`src/sv/sha1md_pkg.sv`:
```
// shared types, constants and codes for the sha-1 message digest block
`timescale 1ns / 1ps

package sha1md_pkg;

    // sha-1 initial chaining values, index 0 is H0
    localparam logic [4:0][31:0] H_INIT = {
        32'hC3D2E1F0, 32'h10325476, 32'h98BADCFE, 32'hEFCDAB89, 32'h67452301
    };

    // round constants
    localparam logic [31:0] K_ROUND0 = 32'h5A827999;
    localparam logic [31:0] K_ROUND1 = 32'h6ED9EBA1;
    localparam logic [31:0] K_ROUND2 = 32'h8F1BBCDC;
    localparam logic [31:0] K_ROUND3 = 32'hCA62C1D6;

    // padding marker byte
    localparam logic [7:0] PAD_MARK = 8'h80;

    // round and block geometry
    localparam logic [6:0] LAST_ROUND     = 7'd79;
    localparam logic [6:0] SCHED_ROUNDS   = 7'd16;
    localparam logic [6:0] ROUND_GROUP1   = 7'd20;
    localparam logic [6:0] ROUND_GROUP2   = 7'd40;
    localparam logic [6:0] ROUND_GROUP3   = 7'd60;
    localparam logic [5:0] BLOCK_LAST_POS = 6'd63;
    localparam logic [5:0] LEN_FIELD_POS  = 6'd56;
    localparam logic [2:0] LAST_WORD_IDX  = 3'd4;
    localparam logic [63:0] BITS_PER_BYTE = 64'd8;

    // input and output items
    typedef struct packed {
        logic [7:0] msg_byte;
        logic       byte_present;
        logic       end_of_message;
    } t_in_item;

    typedef struct packed {
        logic [31:0] digest_word;
        logic [2:0]  word_index;
        logic        last_word;
    } t_out_item;

    // controller states
    typedef enum logic [2:0] {
        S_IDLE,
        S_PAD,
        S_COMPRESS,
        S_CHAIN_ADD,
        S_OUTPUT
    } t_state;

    // source of the byte written into the block
    typedef enum logic [1:0] {
        SEL_INPUT,
        SEL_MARK,
        SEL_ZERO,
        SEL_LEN
    } t_byte_sel;

    // controller to datapath commands
    typedef struct packed {
        logic      load_byte;
        t_byte_sel byte_sel;
        logic      add_len;
        logic      start_work;
        logic      do_round;
        logic [6:0] round_idx;
        logic      chain_add;
        logic      chain_init;
        logic [2:0] word_idx;
    } t_dp_cmd;

    // datapath to controller status
    typedef struct packed {
        logic pos_last;
        logic pos_len;
    } t_dp_status;

endpackage

```
`src/sv/sha1md_datapath.sv`:
```
// datapath: byte packing, rolling schedule, round logic, chaining words and length
`timescale 1ns / 1ps

module sha1md_datapath import sha1md_pkg::*; (
    input  logic        i_clk,
    input  logic        i_rst_n,
    input  t_dp_cmd     i_cmd,
    input  logic [7:0]  i_msg_byte,
    output t_dp_status  o_status,
    output logic [31:0] o_digest_word
);

    logic [5:0]        r_pos, n_pos;
    logic [63:0]       r_len, n_len;
    logic [23:0]       r_acc, n_acc;
    logic [15:0][31:0] r_win, n_win;
    logic [4:0][31:0]  r_work, n_work;
    logic [4:0][31:0]  r_chain, n_chain;

    logic [7:0]  byte_val;
    logic [31:0] w_sched;
    logic [31:0] w_t;
    logic [31:0] f_val;
    logic [31:0] k_val;
    logic [31:0] round_sum;
    logic [31:0] a_w, b_w, c_w, d_w, e_w;

    assign a_w = r_work[0];
    assign b_w = r_work[1];
    assign c_w = r_work[2];
    assign d_w = r_work[3];
    assign e_w = r_work[4];

    // byte source select
    always_comb begin
        unique case (i_cmd.byte_sel)
            SEL_INPUT: byte_val = i_msg_byte;
            SEL_MARK:  byte_val = PAD_MARK;
            SEL_ZERO:  byte_val = 8'h00;
            SEL_LEN:   byte_val = r_len[63:56];
            default:   byte_val = 8'h00;
        endcase
    end

    // schedule word for this round
    always_comb begin
        w_sched = r_win[13] ^ r_win[8] ^ r_win[2] ^ r_win[0];
        w_sched = {w_sched[30:0], w_sched[31]};
        w_t     = (i_cmd.round_idx < SCHED_ROUNDS) ? r_win[0] : w_sched;
    end

    // round function and constant
    always_comb begin
        if (i_cmd.round_idx < ROUND_GROUP1) begin
            f_val = (b_w & c_w) | (~b_w & d_w);
            k_val = K_ROUND0;
        end else if (i_cmd.round_idx < ROUND_GROUP2) begin
            f_val = b_w ^ c_w ^ d_w;
            k_val = K_ROUND1;
        end else if (i_cmd.round_idx < ROUND_GROUP3) begin
            f_val = (b_w & c_w) | (b_w & d_w) | (c_w & d_w);
            k_val = K_ROUND2;
        end else begin
            f_val = b_w ^ c_w ^ d_w;
            k_val = K_ROUND3;
        end
        round_sum = {a_w[26:0], a_w[31:27]} + f_val + e_w + w_t + k_val;
    end

    // next state of all datapath registers
    always_comb begin
        n_pos   = r_pos;
        n_len   = r_len;
        n_acc   = r_acc;
        n_win   = r_win;
        n_work  = r_work;
        n_chain = r_chain;

        // byte packing, a full word shifts into the schedule window
        if (i_cmd.load_byte) begin
            n_acc = {r_acc[15:0], byte_val};
            n_pos = r_pos + 6'd1;
            if (r_pos[1:0] == 2'b11) begin
                n_win = {{r_acc, byte_val}, r_win[15:1]};
            end
        end

        // bit length: count, shift out for padding, clear at the end
        priority if (i_cmd.chain_init) begin
            n_len = '0;
        end else if (i_cmd.add_len) begin
            n_len = r_len + BITS_PER_BYTE;
        end else if (i_cmd.load_byte && i_cmd.byte_sel == SEL_LEN) begin
            n_len = {r_len[55:0], 8'h00};
        end

        // one compression round, window rolls by one word
        if (i_cmd.do_round) begin
            n_win     = {w_t, r_win[15:1]};
            n_work[4] = d_w;
            n_work[3] = c_w;
            n_work[2] = {b_w[1:0], b_w[31:2]};
            n_work[1] = a_w;
            n_work[0] = round_sum;
        end else if (i_cmd.start_work) begin
            n_work = r_chain;
        end

        // chaining words
        priority if (i_cmd.chain_init) begin
            n_chain = H_INIT;
        end else if (i_cmd.chain_add) begin
            for (int i = 0; i < 5; i++) begin
                n_chain[i] = r_chain[i] + r_work[i];
            end
        end
    end

    // control-like state under reset
    always_ff @(posedge i_clk) begin
        if (!i_rst_n) begin
            r_pos   <= '0;
            r_len   <= '0;
            r_work  <= '0;
            r_chain <= H_INIT;
        end else begin
            r_pos   <= n_pos;
            r_len   <= n_len;
            r_work  <= n_work;
            r_chain <= n_chain;
        end
    end

    // payload registers
    always_ff @(posedge i_clk) begin
        r_acc <= n_acc;
        r_win <= n_win;
    end

    assign o_status.pos_last = (r_pos == BLOCK_LAST_POS);
    assign o_status.pos_len  = (r_pos == LEN_FIELD_POS);

    // digest word select
    always_comb begin
        unique case (i_cmd.word_idx)
            3'd0:    o_digest_word = r_chain[0];
            3'd1:    o_digest_word = r_chain[1];
            3'd2:    o_digest_word = r_chain[2];
            3'd3:    o_digest_word = r_chain[3];
            3'd4:    o_digest_word = r_chain[4];
            default: o_digest_word = r_chain[0];
        endcase
    end

endmodule

```
`src/sv/sha1md_ctrl.sv`:
```
// controller: sequences byte loading, padding, compression and digest output
`timescale 1ns / 1ps

module sha1md_ctrl import sha1md_pkg::*; (
    input  logic       i_clk,
    input  logic       i_rst_n,
    input  logic       i_in_valid,
    input  t_in_item   i_in_item,
    output logic       o_in_stall,
    output logic       o_out_valid,
    input  logic       i_out_stall,
    input  t_dp_status i_status,
    output t_dp_cmd    o_cmd
);

    t_state     r_state, n_state;
    logic [6:0] r_round, n_round;
    logic [2:0] r_idx, n_idx;
    logic       r_pad, n_pad;
    logic       r_mark, n_mark;
    logic       r_lenph, n_lenph;

    // state register
    always_ff @(posedge i_clk) begin
        if (!i_rst_n) begin
            r_state <= S_IDLE;
            r_round <= '0;
            r_idx   <= '0;
            r_pad   <= 1'b0;
            r_mark  <= 1'b0;
            r_lenph <= 1'b0;
        end else begin
            r_state <= n_state;
            r_round <= n_round;
            r_idx   <= n_idx;
            r_pad   <= n_pad;
            r_mark  <= n_mark;
            r_lenph <= n_lenph;
        end
    end

    // next state and commands
    always_comb begin
        n_state = r_state;
        n_round = r_round;
        n_idx   = r_idx;
        n_pad   = r_pad;
        n_mark  = r_mark;
        n_lenph = r_lenph;

        o_in_stall  = 1'b1;
        o_out_valid = 1'b0;

        o_cmd            = '0;
        o_cmd.byte_sel   = SEL_INPUT;
        o_cmd.round_idx  = r_round;
        o_cmd.word_idx   = r_idx;

        unique case (r_state)
            S_IDLE: begin
                o_in_stall = 1'b0;
                if (i_in_valid) begin
                    if (i_in_item.byte_present) begin
                        o_cmd.load_byte = 1'b1;
                        o_cmd.add_len   = 1'b1;
                        if (i_in_item.end_of_message) begin
                            n_pad = 1'b1;
                        end
                        if (i_status.pos_last) begin
                            o_cmd.start_work = 1'b1;
                            n_state          = S_COMPRESS;
                        end else if (i_in_item.end_of_message) begin
                            n_state = S_PAD;
                        end
                    end else if (i_in_item.end_of_message) begin
                        n_pad   = 1'b1;
                        n_state = S_PAD;
                    end
                end
            end

            // one padding byte per cycle
            S_PAD: begin
                o_cmd.load_byte = 1'b1;
                if (!r_mark) begin
                    o_cmd.byte_sel = SEL_MARK;
                    n_mark         = 1'b1;
                end else if (r_lenph || i_status.pos_len) begin
                    o_cmd.byte_sel = SEL_LEN;
                    n_lenph        = 1'b1;
                end else begin
                    o_cmd.byte_sel = SEL_ZERO;
                end
                if (i_status.pos_last) begin
                    o_cmd.start_work = 1'b1;
                    n_state          = S_COMPRESS;
                end
            end

            // eighty rounds, one per cycle
            S_COMPRESS: begin
                o_cmd.do_round = 1'b1;
                if (r_round == LAST_ROUND) begin
                    n_round = '0;
                    n_state = S_CHAIN_ADD;
                end else begin
                    n_round = r_round + 7'd1;
                end
            end

            S_CHAIN_ADD: begin
                o_cmd.chain_add = 1'b1;
                priority if (r_lenph) begin
                    n_state = S_OUTPUT;
                end else if (r_pad) begin
                    n_state = S_PAD;
                end else begin
                    n_state = S_IDLE;
                end
            end

            // five digest word transfers
            S_OUTPUT: begin
                o_out_valid = 1'b1;
                if (!i_out_stall) begin
                    if (r_idx == LAST_WORD_IDX) begin
                        o_cmd.chain_init = 1'b1;
                        n_idx   = '0;
                        n_pad   = 1'b0;
                        n_mark  = 1'b0;
                        n_lenph = 1'b0;
                        n_state = S_IDLE;
                    end else begin
                        n_idx = r_idx + 3'd1;
                    end
                end
            end

            default: begin
                n_state = S_IDLE;
            end
        endcase
    end

endmodule

```
`src/sv/sha1_message_digest.sv`:
```
// top level of the streaming sha-1 message digest block
`timescale 1ns / 1ps

// Streaming SHA-1: message bytes enter one per input transfer, most significant
// first; an item with end_of_message closes the message (with or without a last
// byte) and the block then gives five result transfers, H0 through H4, with
// last_word set on H4, and returns to the initial chaining values. A byte that
// does not complete a 64-byte block does not stall the input; the byte that
// completes a block holds off the input while the rounds run, one round per
// cycle through a single round adder, and then while the chaining words are
// added. Closing a message pads one byte per cycle (up to two blocks of
// padding, each followed by its compression), then offers the five digest
// words, one per cycle while the output is not stalled. Input is stalled
// whenever the block is not waiting for a byte.

module sha1_message_digest import sha1md_pkg::*; (
    input  logic      i_clk,
    input  logic      i_rst_n,
    input  logic      i_in_valid,
    output logic      o_in_stall,
    input  t_in_item  i_in_item,
    output logic      o_out_valid,
    input  logic      i_out_stall,
    output t_out_item o_out_item
);

    t_dp_cmd     dp_cmd;
    t_dp_status  dp_status;
    logic [31:0] digest_word;

    sha1md_ctrl u_ctrl (
        .i_clk       (i_clk),
        .i_rst_n     (i_rst_n),
        .i_in_valid  (i_in_valid),
        .i_in_item   (i_in_item),
        .o_in_stall  (o_in_stall),
        .o_out_valid (o_out_valid),
        .i_out_stall (i_out_stall),
        .i_status    (dp_status),
        .o_cmd       (dp_cmd)
    );

    sha1md_datapath u_datapath (
        .i_clk         (i_clk),
        .i_rst_n       (i_rst_n),
        .i_cmd         (dp_cmd),
        .i_msg_byte    (i_in_item.msg_byte),
        .o_status      (dp_status),
        .o_digest_word (digest_word)
    );

    // result item, held steady from registers while stalled
    assign o_out_item.digest_word = digest_word;
    assign o_out_item.word_index  = dp_cmd.word_idx;
    assign o_out_item.last_word   = (dp_cmd.word_idx == LAST_WORD_IDX);

endmodule

```
`config.mk`:
```
export PLATFORM = sky130hd
export DESIGN_NAME = sha1_message_digest
export DESIGN_NICKNAME = d
export VERILOG_FILES = /design/src/sv/sha1md_pkg.sv /design/src/sv/sha1md_datapath.sv /design/src/sv/sha1md_ctrl.sv /design/src/sv/sha1_message_digest.sv
export SDC_FILE = /design/constraint.sdc
export NUM_CORES = 2
export LEC_CHECK = 0
export BUFFER_PORTS_ARGS = -buffer_cell sky130_fd_sc_hd__buf_2
export CORE_UTILIZATION = 43
export DETAILED_ROUTE_END_ITERATION = 6
export PLACE_DENSITY = 0.61
export SLEW_MARGIN = 20
export SYNTH_ARGS = -nofsm -noshare
export SYNTH_HDL_FRONTEND = slang
export SYNTH_SLANG_ARGS = --single-unit
```
`constraint.sdc`:
```
create_clock -name i_clk -period 16.8 [get_ports i_clk]
set_input_delay 1.68 -clock i_clk [delete_from_list [all_inputs] [get_ports i_clk]]
set_output_delay 1.68 -clock i_clk [all_outputs]
set_load 0.03 [all_outputs]
```
Word level (Yosys, flattened, before mapping)

Index checks and enable logic that the tools add are counted.

Output and inout bits: 38
Word-level logic and storage cells: 163
Input bits: 14
Register bits: 942

Multiplexer cells: 56
Order comparisons: 4
Bitwise gates (word level): 15
Equality and inequality tests: 23
Reduce and logical (&&, ||, !) cells: 17
Add/subtract/negate cells: 13

Operators with widths:

| kind                    | count |
|---|---|
| $mux W512               | 3 |
| $mux W160               | 2 |
| $add A32 B32 Y32        | 9 |
| $mux W32                | 6 |
| $xor A32 B32 Y32        | 5 |
| $and A32 B32 Y32        | 4 |
| $mux W64                | 2 |
| $pmux W32 S4            | 1 |
| $or A32 B32 Y32         | 3 |
| $add A64 B4 Y64 const B | 1 |
| $not A32 Y32            | 1 |
| $pmux W8 S4             | 1 |
| $mux W31                | 1 |
| $mux W3                 | 10 |
| $mux W1                 | 19 |
| $pmux W3 S5             | 1 |
| $reduce_and A5 Y1       | 3 |
| $lt A7 B5 Y1 const B    | 2 |
| $lt A7 B6 Y1 const B    | 2 |
| $eq A3 B2 Y1 const B    | 4 |
| $eq A6 B6 Y1 const B    | 2 |
| $reduce_bool A2 Y1      | 6 |
| $ne A2 B2 Y1 const B    | 5 |
| $pmux W1 S2             | 5 |
| 19 further kinds        | 30 |

Depth between registers and ports, before layout

Depth after elaboration: 11
Gate-level depth with buffers: 25
Depth with buffers taken out: 23

Modules after synthesis

From an unflattened synthesis, not the netlist that was laid out.

Cell total of the unflattened synthesis: 4511
Area total of the unflattened synthesis: 48577.8 um^2

By module, submodules not included:

| module              | area each (um^2) | cells each | sequential area each (um^2) | instances |
|---|---|---|---|---|
| sha1md_datapath     | 47709.5          | 4405       | 23842.9                     | 1 |
| sha1md_ctrl         | 855.8            | 105        | 320.3                       | 1 |
| sha1_message_digest | 12.5             | 1          | 0.0                         | 1 |

Worst setup path before layout

Ideal clock, no wire load.

Kind: input to register
From: in i_in_valid
To: reg u_datapath.r_win[0] (netlist bit) (enable)
Path slack: 2.046 ns
Required time: 13.128 ns
Stages on the path: 5
Arrival time: 11.082 ns
Buffers on the path: 1
Library setup time: 3.672 ns
Cells stage by stage: nand3_1 -> buf_2 -> nand2_1 -> nand2_1 -> nand2_1

RTL lines:

| element              | line                      | text |
|---|---|---|
| start, declared      | sha1_message_digest.sv:19 | `input logic i_in_valid,` |
| end signal, assigned | sha1md_datapath.sv:137    | `r_win <= n_win;` |
| end, declared        | sha1md_datapath.sv:16     | `logic [15:0][31:0] r_win, n_win;` |

Worst setup path after layout

From: reg u_ctrl.r_round[4]
To: reg u_datapath.r_work, in the netlist u_datapath.a_w[29]

Cells in the longest elaborated chain, start to end: 9
Elaborated cells between the ends (all ways): 16
Those cells by class: add/sub (4); order compare (4); mux (8)

Ends and longest elaborated chain:

| element                        | line                   | text |
|---|---|---|
| start, declared                | sha1md_ctrl.sv:17      | `logic [6:0] r_round, n_round;` |
| start signal, assigned         | sha1md_ctrl.sv:34      | `r_round <= n_round;` |
| $lt A7 B6 Y1                   | sha1md_datapath.sv:60  | `end else if (i_cmd.round_idx < ROUND_GROUP3) begin` |
| $mux W32                       | sha1md_datapath.sv:60  |  |
| $mux W32                       | sha1md_datapath.sv:57  | `end else if (i_cmd.round_idx < ROUND_GROUP2) begin` |
| $mux W32                       | sha1md_datapath.sv:54  | `if (i_cmd.round_idx < ROUND_GROUP1) begin` |
| $add A32 B32 Y32 (3 in series) | sha1md_datapath.sv:67  | `round_sum = {a_w[26:0], a_w[31:27]} + f_val + e_w + w_t + k_val;` |
| $add A32 B32 Y32 *             | sha1md_datapath.sv:67  |  |
| $mux W160 *                    | sha1md_datapath.sv:98  | `if (i_cmd.do_round) begin` |
| end signal, assigned           | sha1md_datapath.sv:129 | `r_work <= n_work;` |
| end, declared                  | sha1md_datapath.sv:17  | `logic [4:0][31:0] r_work, n_work;` |

Every way passes the cells marked *; elsewhere a longest branch is shown, timed or not.
A chain may end at the register's enable or synchronous reset.

==> results.py <==
metrics = {
    "routing": {
        "drt-initial-drc-count": 3280,
        "detailedRoute.firstPassIterationCount": 7,
        "routed_wire_length_per_instance_um": 21.8,
        "dr_total_vias": 34820,
        "drt.antenna.violating_nets": 0,
        "drcViolationCount": 2,
        "avgViaCountPerCell": 5.81,
        "drt-total-wl_um": 131000,
    },
    "synth": {
        "ys_top_cells_by_area": "edfxtp_1, dfxtp_1, ha_1",
        "ys_seq_elements": 939,
        "synth.largest_area_cell": "edfxtp_1",
        "synth-warning-count": 0,
        "synth_seq_area_share": 0.511,
        "synth_cells": 4519,
        "synth.avg_cell_area_sq_um": 10.5,
        "syn-num-nets": 4859,
        "async_flop_share": 0,
        "synth.distinct_cells": 89,
        "synth.cell_area_sq_mm": 0.0473,
        "netlist.area_leader.share": 0.340,
        "synth_edf_count": 536,
        "postSynth.topFlopCell": "edfxtp_1",
    },
    "timing": {
        "min_period_ns": 6.80,
        "report.final.slew_viol_count": 0,
        "totalNegativeSetupSlack_ns": 0,
        "fmax_mhz": 147,
        "finalCritPeriodShare": 0.405,
        "unrepaired_setup_endpoints_after_global_routing": "false",
        "fin_hold_ws_ns": 0.401,
        "fin_ws_ns": 10.0,
        "report.final.hold_viol_count": 0,
        "finalClockSkew_ns": 0.0357,
        "setup_viol": 0,
        "maxSlewHeadroom": 0.291,
        "tightestPinTransition_ns": 1.06,
    },
    "layout": {
        "share_of_post_route_cells_with_drive_strength_above_1": 0.0666,
        "stdcell_count": 5996,
        "flow.area_growth_from_synthesis_pct": 10.6,
        "n_fill_cell": 9920,
        "nNetsFinal": 4836,
    },
    "cts": {
        "cts_max_level": 3,
        "max-clock-path-buffers": 3,
        "clockRootBuffer": "clkbuf_16",
        "post_cts_resized": 0,
        "post_cts_buffers": 0,
        "cts_hold_repair.buffers": 0,
        "worst_skew_pair.late_latency_ns": 0.72,
        "tritoncts.num_buffers": 99,
        "clk_pin_slew_ns": 0.06,
        "clkSinkCount": 939,
        "tritoncts_clock_tree": "done",
    },
    "power": {
        "p_per_area_mw_per_mm2": 91.8,
        "ir_worst_vdd_uv": 85.2,
        "power.share.sequential": 0.508,
        "power.leakage_uw": 0.0194,
        "internal_power_uw": 3780,
        "net-switching-power_uw": 1020,
        "clock_group_share_of_total_power": 0.478,
        "p_comb_frac": 0.014,
        "netSwitchingFraction": 0.213,
    },
    "place": {
        "gp_congestion": 0.909,
        "dp_slack_ns": 10.16,
        "dpl.cell_count": 5808,
        "numPortBuffers": 51,
        "dpl.hpwl_um": 89300,
    },
    "global_routing": {
        "overflow": 0,
        "number_of_global_route_vias_before_repair": 33190,
        "initial_antenna_violation_count": 1,
        "pin_count_of_the_biggest_net_entering_global_routing": 194,
        "grt_first_pass_wirelength_um": 199000,
        "total_global_routing_track_utilization": 0.232,
    },
    "floorplan": {
        "fp.dieH_um": 334,
        "floorplan.die.width_um": 334,
        "row_count": 121,
        "floorplan.io_pins": 52,
        "initial_core_util": 0.434,
        "floorplan.core_area_sq_mm": 0.109,
        "die-area_sq_mm": 0.111,
    },
    "critical_path": {
        "critPathMaxFanout": 33,
        "crit_path_max_incr_delay_ns": 0.51,
        "critical-path-top-delay-family": "compound AO/OA/AOI/OAI gates",
        "critPathLaunchType": "register",
        "ff2ff_setup_slack_ns": 10.0,
        "kind_of_end_point_of_the_critical_path": "register",
        "critical_path_required_ns": 17.39,
        "cpMostUsedCell": "inv_1",
        "worstPathArrival_ns": 7.40,
        "cp_buf_inv_count": 7,
        "critical_path_class": "register to register",
        "cp_slowest_cell": "fa_1",
    },
    "hold_path": {
        "hp-class": "register to register",
    },
    "status": {
        "violations": "DRC",
        "outcome": "finished with violations",
    },
    "job": {
        "maxCapViolations": 0,
    },
}
## worst paths after layout
| path | from | to | cells after the start |
|---|---|---|---|
| max | u_ctrl.r_round[4] | u_datapath.a_w[29] | 25 |
| min reg2reg | u_datapath.r_win[135] | u_datapath.r_win[103] | 0 |
| max reg2reg | u_ctrl.r_round[4] | u_datapath.a_w[29] | 25 |
| min | u_datapath.r_win[135] | u_datapath.r_win[103] | 0 |
## worst register-to-register path, cell delays in order, from the launching register on
cell and delay (ns):
dfxtp_1 0.46, o21ai_0 0.13, nand2_1 0.09, buf_4 0.39, inv_1 0.33, nor2_2 0.13
buf_4 0.33, inv_1 0.42, o21ai_0 0.31, ha_1 0.18, inv_1 0.05, fa_1 0.51
inv_1 0.05, ha_1 0.22, fa_1 0.44, a211oi_1 0.32, o21bai_1 0.12, a21oi_1 0.33
o31ai_1 0.10, buf_4 0.16, a311oi_1 0.44, o211ai_1 0.21, o41ai_1 0.49, xnor2_1 0.18
nor2_1 0.06, a311oi_1 0.26
## layout by cell type (no fill, tap or decap), drive strengths merged, types with 78 or more instances in the layout
cell,netlist,layout
a21o,84,84
a21oi,462,462
a22oi,193,193
buf,34,93
clkbuf,183,131
dfxtp,403,403
edfxtp,536,536
fa,117,117
ha,209,209
inv,256,259
nand2,506,506
nand3,80,80
nor2,307,307
o211ai,78,78
o21ai,180,180
xnor2,190,190
## cells in the mapped netlist, types with 32 or more instances
| master | number |
|---|---|
| a22oi_1 | 193 |
| clkbuf_1 | 182 |
| ha_1 | 209 |
| nor2b_1 | 35 |
| xor2_1 | 68 |
| edfxtp_1 | 536 |
| a21o_1 | 81 |
| nor2_1 | 307 |
| o21ai_0 | 172 |
| a21oi_1 | 461 |
| fa_1 | 117 |
| a31oi_1 | 67 |
| and3_1 | 32 |
| nand3_1 | 80 |
| xnor2_1 | 190 |
| nor3_1 | 59 |
| inv_1 | 255 |
| mux2i_1 | 37 |
| o211ai_1 | 78 |
| nand2_1 | 506 |
| dfxtp_1 | 403 |
## final cells by class
class                      instances  area, sq um  share of cell area
antenna                            1         2.50           0.0000478
multi-input combinational       3106        21400               0.409
tap                             1414         1770              0.0338
sequential                       939        24200               0.462
clock buffer                     131         2690              0.0514
timing repair buffer              93          603              0.0115
inverter                         257          967              0.0185
clock inverter                    55          732              0.0140
## state kept, by name, indices dropped and copies added (netlist names), 7 cells and up
register            flops
u_ctrl.r_round          7
u_datapath.a_w         32
u_datapath.b_w         32
u_datapath.c_w         32
u_datapath.d_w         32
u_datapath.e_w         32
u_datapath.r_acc       24
u_datapath.r_chain    160
u_datapath.r_len       61
u_datapath.r_win      512
## cells by family after synthesis
logic type / Yosys count / share of synthesized area
adders and majority gates: 326 / 0.105
muxes: 44 / 0.00950
DFF: 939 / 0.511
xor gates and xnor gates: 258 / 0.0478
buffers and inverters: 474 / 0.0383
AOI/OAI and AO/OA: 1326 / 0.181
and+or+nand+nor: 1152 / 0.108
## stage by stage
stage                      util  instance area [sq um]  power [uW]
after floorplan               -                  47300        2530
after global placement    0.448                  48900        2560
after detailed placement  0.448                  48900        2560
after CTS                 0.480                  52300        4850
after global routing      0.480                  52300        4940
final                     0.480                  52300        4800
## metal layers
metal / up-vias / share of wire / track usage
li1: 16415 / - / -
met1: 17045 / 0.46 / 0.327
met2: 1096 / 0.44 / 0.356
met3: 264 / 0.056 / 0.0320
met4: 0 / 0.042 / 0.0964
met5: - / 0 / 0
## power groups by stage
stage	registers [uW]	logic (uW)	clock network, uW
2_1_floorplan	2490	43.4	0
3_5_place_dp	2490	67.9	0
6_report	2440	68.0	2300
3_3_place_gp	2490	67.4	0
5_1_grt	2440	73.8	2430
4_1_cts	2440	68.3	2340
(Power assumes the default switching activity.)
